==> src/rtl/lbga_ram.sv <==
`timescale 1ns / 1ps
// generic single write port, single read port ram with registered read
// no dependencies

module lbga_ram #(
  parameter int WIDTH = 8,
  parameter int DEPTH = 64
) (
  input  logic                     clk,
  input  logic                     we,
  input  logic [$clog2(DEPTH)-1:0] waddr,
  input  logic [WIDTH-1:0]         wdata,
  input  logic [$clog2(DEPTH)-1:0] raddr,
  output logic [WIDTH-1:0]         rdata
);

  logic [WIDTH-1:0] mem [DEPTH];

  always_ff @(posedge clk) begin
    if (we) begin
      mem[waddr] <= wdata;
    end
    rdata <= mem[raddr];
  end

endmodule

==> config.mk <==
export PLATFORM = sky130hd
export DESIGN_NAME = lbga_ram
export DESIGN_NICKNAME = d
export VERILOG_FILES = /design/src/rtl/lbga_ram.sv
export SDC_FILE = /design/constraint.sdc
export NUM_CORES = 1
export LEC_CHECK = 0
export BUFFER_PORTS_ARGS = -buffer_cell sky130_fd_sc_hd__buf_2
export CAP_MARGIN = 0
export CORE_UTILIZATION = 56
export CTS_CLUSTER_SIZE = 28
export DETAILED_ROUTE_END_ITERATION = 8
export GPL_TIMING_DRIVEN = 1
export PLACE_DENSITY_LB_ADDON = 0.1
export RECOVER_POWER = 25
export REMOVE_ABC_BUFFERS = 1
export SYNTH_ARGS = -nofsm -noshare
export SYNTH_HDL_FRONTEND = slang
export SYNTH_SLANG_ARGS = --single-unit
==> constraint.sdc <==
create_clock -name clk -period 4.3 [get_ports clk]
set_clock_uncertainty 0.15 [all_clocks]
set_input_delay 0.43 -clock clk [delete_from_list [all_inputs] [get_ports clk]]
set_output_delay 0.43 -clock clk [all_outputs]
set_load 0.02 [all_outputs]
==> summary.md, run 1 <==
| Metric | Value |
|---|---|
| Count of final setup violators | 0 |
| Buffers and inverters on the worst path | 2 |
| Clock sink count | 520 |
| Layout area overhead | 11.6% |
| Max-Slew Margin vs Limit | -91.4% |
| Clock transition at path regs | 0.06 ns |
| Top delay family on crit path | compound AO/OA/AOI/OAI gates |
| Most frequent cells in the layout | 512 x edfxtp_1, 126 x mux4_2, 83 x nor2_1, 53 x clkbuf_16, 23 x mux2i_1 |
| #FFs+latches synth | 520 |
| Reg2reg start | mem[3][5] |
| Setup crit start | raddr[0] |
| Worst path cell trace | clkbuf_8 -> buf_12 -> mux4_2 -> nor2b_1 -> a2111oi_0 -> o41ai_1 |
| Drt pass-1 iters | 7 |
| Slowest CP cell | a2111oi_0 |
| Synth Area per Inst | 21.5 um2 |
| Clock Tree Root | clkbuf_16 |
| Multi-input logic area | between 4000 and 5000 um2 |
| Failing checks | max-capacitance violations, max-slew violations |
| DR vias/cell | 6.31 |
| WHS Path Cells | 3 |
| CP Data Required Time | approximately 4.6 ns |
| Max cap viols | 6 |
| Synth Instances | 940 |
| Largest net degree at the start of global routing | 65 |
| Pint | approximately 8600 uW |
| Slew @ Worst Pin | ~2.9 ns |
| Final nets | between 1000 and 1500 |
| Core ar. | roughly 35000 um2 |
| Hold_sp | raddr[5] |
| PortBufs | 29 |
| CTS tree | done |
| Number of global-route vias before repair | 9563 |
| Total global-route track usage | around a quarter |
| Most common cell after layout, fill and taps aside | edfxtp_1 |
| DRT antenna net count | 0 |
| Setup bufs post-CTS | 0 |
| RSZ-0062 raised after global routing | no |
| Seq pwr share | about 52% |
| Routed WL | 44.2 mm |
| Number of stages on the worst setup path | 6 |
| DR vias | between 9000 and 10000 |
| Pwr Density | between 400 and 500 nW/um2 |
| Hold Path Class | in2reg |
| CP max stage delay | between 0.9 and 1 ns |
| Drt first-iter violations | ~890 |
| Clock power share | about 43% |
| Critical path launch point type | input port |
| Setup TNS | 0 ns |
| Warnings, synthesis | 0 |
| Max-slew violations | 366 |
| Drt drc | 0 |
| Share of layout cells above drive strength 1 | around 25% |
| Crit end category | flip-flop |
| Skew-Pair Late Insertion Delay | slightly below 0.6 ns |
| Static Leak | 0.00702 uW |
| Placed Cells | between 1000 and 1500 |
| Initial antenna violation count | 1 |
| Per-cell routed wire length | roughly 30 um |
| Status | finished, violations left |
| Dpl hpwl | roughly 26 mm |
| Layout Cells excl Fill | ~1500 |
| Placement Rows | between 60 and 70 |
| Top-Level Pins | 30 |
| Fin crit share | 67.1% |
| Die outline height | between 150 and 200 um |
| Worst VDD drop | between 0.0003 and 0.0004 V |
| Placer Congestion | between 0.8 and 0.9 |
| Net switching power | 2190 uW |
| Crit-path max FO | 48 |
| Crit Path Category | in2reg |
| Comb power frac | between 4 and 5% |
| Cells on worst reg2reg path | 4 |
| Yosys cell types | 40 |
| Register area share after synthesis | between 70% and 80% |
| CTS max path bufs | 3 |
| Critical Path AT | roughly 3.2 ns |
| Final Hold Viols | 0 |
| Initial Utilization | between 50 and 60% |
| Sw frac | about a fifth |
| Die area | about 37000 um2 |
| CTS Buf Count | 52 |
| First-pass GRT wire length | around 65 mm |
| H-tree Lvls | 2 |
| Max Clk Rate | 0.347 GHz |
| Chip width | ~190 um |
| Clock period minus final worst setup slack | about 2.9 ns |
| Overflow after GRT | 0 |
| Post-Synthesis Cell Area | 20200 um2 |
| Filler cells | ~2400 |
| FF/Latch Area | between 15000 and 20000 um2 |
## layer usage
metal  routed length, um  track usage (%)  share of wire (%)
met1               18100             35.5                 41
met2               21400             40.1                 48
met3                3650             5.97                8.3
met4                1010             7.02                2.3
met5                   0                0                  0
## final timing paths
| check | to | slack [ns] |
|---|---|---|
| max | rdata[5] | 1.42 |
| min | rdata[0] | 0.19 |
| min reg2reg | rdata[1] | 0.68 |
| max reg2reg | rdata[5] | 1.91 |
## worst register-to-register path: cells and delay by family (launching register included)
family	cells	cell delay (ns)
AOI/OAI and AO/OA	2	1.14
and+or+nand+nor	1	0.14
muxes	1	0.46
DFF	1	0.36
## power by group through the flow
stage               combinational (uW)  clock (uW)  sequential, uW
finish                             519        4600            5640
global route                       554        4820            5640
CTS                                526        4640            5630
detailed placement                 524           0            5740
global placement                   517           0            5740
floorplan                          217           0            5740
## layout make-up
| cell class | count | share of cell area [%] |
|---|---|---|
| multi-input cells | 369 | 19.2 |
| clock inverters | 22 | 1.25 |
| flip-flops and latches | 520 | 69.0 |
| diodes | 1 | 0.0111 |
| repair buffers | 54 | 1.60 |
| clock buffers | 70 | 6.40 |
| well taps | 461 | 2.56 |
## cell families (layout without fill, tap and decap cells)
kind of cell,Yosys count,in the layout,share of synthesized area [%]
flip-flops,520,520,77.0
multiplexers,162,162,15.9
AND/OR/NAND/NOR,153,153,3.39
AO/OA/AOI/OAI,54,54,2.07
buffers and inverters,51,146,1.57
other,0,1,0
## state kept, by name, indices dropped and copies added, names as in the netlist
| name | flops |
|---|---|
| mem | 512 |
| rdata | 8 |
## Yosys cell counts (all sizes together)
| library cell | number | share of area (%) |
|---|---|---|
| a2111oi | 2 | 0.087 |
| nand3b | 3 | 0.11 |
| dfxtp | 8 | 0.79 |
| nor2b | 14 | 0.43 |
| nor2 | 83 | 1.5 |
| a221oi | 6 | 0.26 |
| o311ai | 1 | 0.043 |
| o21ai | 4 | 0.099 |
| o221a | 2 | 0.11 |
| nand4 | 2 | 0.062 |
| o22ai | 8 | 0.25 |
| a31oi | 1 | 0.031 |
| o32ai | 2 | 0.087 |
| clkbuf | 17 | 0.32 |
| o221ai | 8 | 0.35 |
| buf | 34 | 1.3 |
| o2bb2ai | 3 | 0.13 |
| edfxtp | 512 | 76 |
| or3 | 1 | 0.031 |
| a211oi | 4 | 0.15 |
| mux2 | 13 | 0.73 |
| and2 | 1 | 0.031 |
| mux4 | 126 | 14 |
| nand2 | 19 | 0.35 |
| nor3 | 7 | 0.17 |
| mux2i | 23 | 1.1 |
| nor4 | 2 | 0.062 |
| o41ai | 2 | 0.087 |
| a22oi | 3 | 0.11 |
| a21oi | 3 | 0.074 |
| nand2b | 7 | 0.22 |
| o2111ai | 3 | 0.13 |
| nand3 | 13 | 0.32 |
| nand4b | 1 | 0.043 |
| o21a | 2 | 0.074 |
## per-stage QoR
step	util [%]	hold slack [ns]	area [um2]	setup slack [ns]	power [uW]
5_1_grt	63.4	0.186	22500	1.24	11000
6_report	63.4	0.191	22500	1.42	10800
3_5_place_dp	58.6	0.568	20800	0.729	6260
3_3_place_gp	58.6	0.548	20800	0.720	6260
2_1_floorplan	-	0.379	19900	2.36	5960
4_1_cts	63.5	0.168	22500	1.34	10800
## timing repair
action	in CTS	in global routing
hold endpoints to repair	4	0
setup endpoints to repair	0	0
resized for setup	0	0
hold buffers	1	0
(Power assumes the default switching activity.)
==> run 2, diff against run 1 <==
- clock period: 4.3 -> 2.3 ns (I/O delays scaled with it)
==> run 2 against run 1 <==
The run now ends clean. Largest cell class unchanged. Cell count up 8.9%. Worst hold slack worse by 0.047 ns. Flip-flop and latch count unchanged. Cell area up 5.0%. Critical endpoint is now rdata[7].
==> summary.md, run 2 (synthesis results as in run 1) <==
| Metric | Value |
|---|---|
| DR vias | 10000 (+6.2%) |
| Post-Layout Inst Area | 23600 um2 (+5.0%) |
| Worst VDD drop | 0.000677 V (+89%) |
| Max-slew violations | 0 (-100%) |
| Max Clk Rate | between 0.4 and 0.5 GHz |
| Clock period minus final worst setup slack | approximately 2.2 ns |
| Final nets | 1152 (+13%) |
| Layout area overhead | 17.2% |
| CP Data Required Time | 2.58 ns (-2.00 ns) |
| Placement Rows | 69 (unchanged) |
| Chip width | 192 um (unchanged) |
| Routed WL | 45.1 mm (+2.0%) |
| Most flops, register | mem |
| Max cap viols | 0 (-6) |
| Max FFs per register | 512 (unchanged) |
| Crit end category | flip-flop |
| PortBufs | 29 (unchanged) |
| Fin crit share | a little over nine tenths |
| Most frequent cells in the layout | 512 x edfxtp_1, 139 x buf_4, 126 x mux4_2, 83 x nor2_1, 51 x clkbuf_16 |
| Overflow after GRT | 0 (unchanged) |
| WHS Path Cells | 5 (+2) |
| Static Leak | 0.00777 uW (+11%) |
| Drt first-iter violations | 967 (+8.2%) |
| H-tree Lvls | 2 (unchanged) |
| Clock sink count | 520 (unchanged) |
| Per-cell routed wire length | 27.7 um (-6.3%) |
| RSZ-0062 raised after global routing | no |
| Status | finished, final reports clean |
| Slew @ Worst Pin | 1.45 ns (-1.42 ns) |
| Count of final setup violators | 0 (unchanged) |
| Clock transition at path regs | 0.06 ns (about the same) |
| Largest net degree at the start of global routing | 65 (unchanged) |
| Setup TNS | 0 ns (unchanged) |
| Top-Level Pins | 30 (unchanged) |
| DRT antenna net count | 0 (unchanged) |
| DR vias/cell | 6.15 (-2.5%) |
| Hold_sp | raddr[4] |
| Dpl hpwl | 28.5 mm (+7.9%) |
| CTS max path bufs | 3 (unchanged) |
| Largest registers | mem: 512 flops, rdata: 8 flops |
| Reg2reg start | mem[52][7] |
| Final Hold Viols | 0 (unchanged) |
| Cells on worst reg2reg path | 4 (unchanged) |
| CTS Buf Count | 51 (-1.9%) |
| Most common cell after layout, fill and taps aside | edfxtp_1 |
| Antenna diode count | 0 (-1) |
| Setup crit start | mem[52][7] |
| Pwr Density | 852 nW/um2 (+78%) |
| Share of layout cells above drive strength 1 | 34.3% (+9.4 points) |
| Drt drc | 0 (unchanged) |
| CTS tree | done |
| First-pass GRT wire length | 66.0 mm (+2.3%) |
| Setup ws final | 0.134 ns (-1.28 ns) |
| Initial Utilization | 56.8% (unchanged) |
| Crit Path Category | reg2reg |
| R2R Setup Slk | 0.13 ns (-1.78 ns) |
| Die outline height | 192 um (unchanged) |
| Die area | 36800 um2 (unchanged) |
| Crit-path max FO | 1 (-98%) |
| Critical Path AT | 2.45 ns (-0.71 ns) |
| Number of global-route vias before repair | 10100 (+5.6%) |
| Core ar. | 35500 um2 (unchanged) |
| Hold Path Class | in2reg |
| Clock Tree Root | clkbuf_16 |
| Hold path endpoint | rdata[1] |
| Placed inst area | 21900 um2 (+5.4%) |
| Skew-Pair Late Insertion Delay | 0.59 ns (about the same) |
| Placer Congestion | 0.843 (+2.3%) |
| Setup bufs post-CTS | 0 (unchanged) |
| Pre-CTS setup slack | -0.280 ns (-1.01 ns) |
| Initial antenna violation count | 0 (-1) |
| Max-Slew Margin vs Limit | 3.38% (+95 points) |
| Drt pass-1 iters | 5 (-2) |
| Reg2reg end | rdata[7] |
| Total global-route track usage | 25.8% (+0.49 points) |
| Critical path launch point type | flip-flop |
| WHS | 0.144 ns (-0.0474 ns) |
## run 2: cell types whose count changed in the layout (fill, tap and decap cells not counted), sizes merged
| cell | delta |
|---|---|
| buf | +129 |
| dlygate4sd3 | +5 |
| clkbuf | -3 |
| clkinv | +2 |
| clkinvlp | +1 |
| diode | -1 |
## run 2: metal layers
metal / track usage, % / wire [um]
met5: 0 / 0
met4: 7.20 / 879
met3: 4.82 / 3690
met2: 41.4 / 22100
met1: 36.5 / 18400
## run 2: how the worst max path moves through the flow
stage               endpoint  cells after the start  slack [ns]
global placement    rdata[7]                      6       -0.30
global route        rdata[7]                      4        0.08
detailed placement  rdata[7]                      6       -0.28
finish              rdata[7]                      4        0.13
CTS                 rdata[1]                      5        0.06
floorplan           rdata[4]                      5        0.47
## run 2: timing repair
| item | in CTS | in global routing |
|---|---|---|
| gates resized for setup | 0 | 1 |
| endpoints found under the hold margin | 74 | 0 |
| setup endpoints to repair | 0 | 1 |
| hold buffers | 6 | 0 |
## run 2: cell type report
type	instances	area [um2]
Fill cell	2329	11800
Clock inverter	25	303
Multi-Input combinational cell	369	4320
Sequential cell	520	15500
Clock buffer	67	1430
Tap cell	461	577
Timing Repair Buffer	188	1480
## run 2: report_power, final
part           internal, uW  leakage [uW]  switching [uW]  total [uW]
Sequential            10500       0.00467            38.0       10500
Combinational           455       0.00224             647        1100
Clock                  5130      0.000854            3370        8500
## run 2: per-stage QoR
stage,instances,utilization [%],power (uW)
3_3_place_gp,1532,61.8,11800
5_1_grt,1630,66.6,20700
3_5_place_dp,1532,61.8,11800
6_report,1630,66.6,20100
2_1_floorplan,889,-,11100
4_1_cts,1630,66.8,20300
## run 2: worst max-delay path, stage by stage, from the launching register on
cell and delay, ns:
edfxtp_1 0.39, mux4_2 0.50, mux4_2 0.52, o21ai_0 0.34, nand2_1 0.12
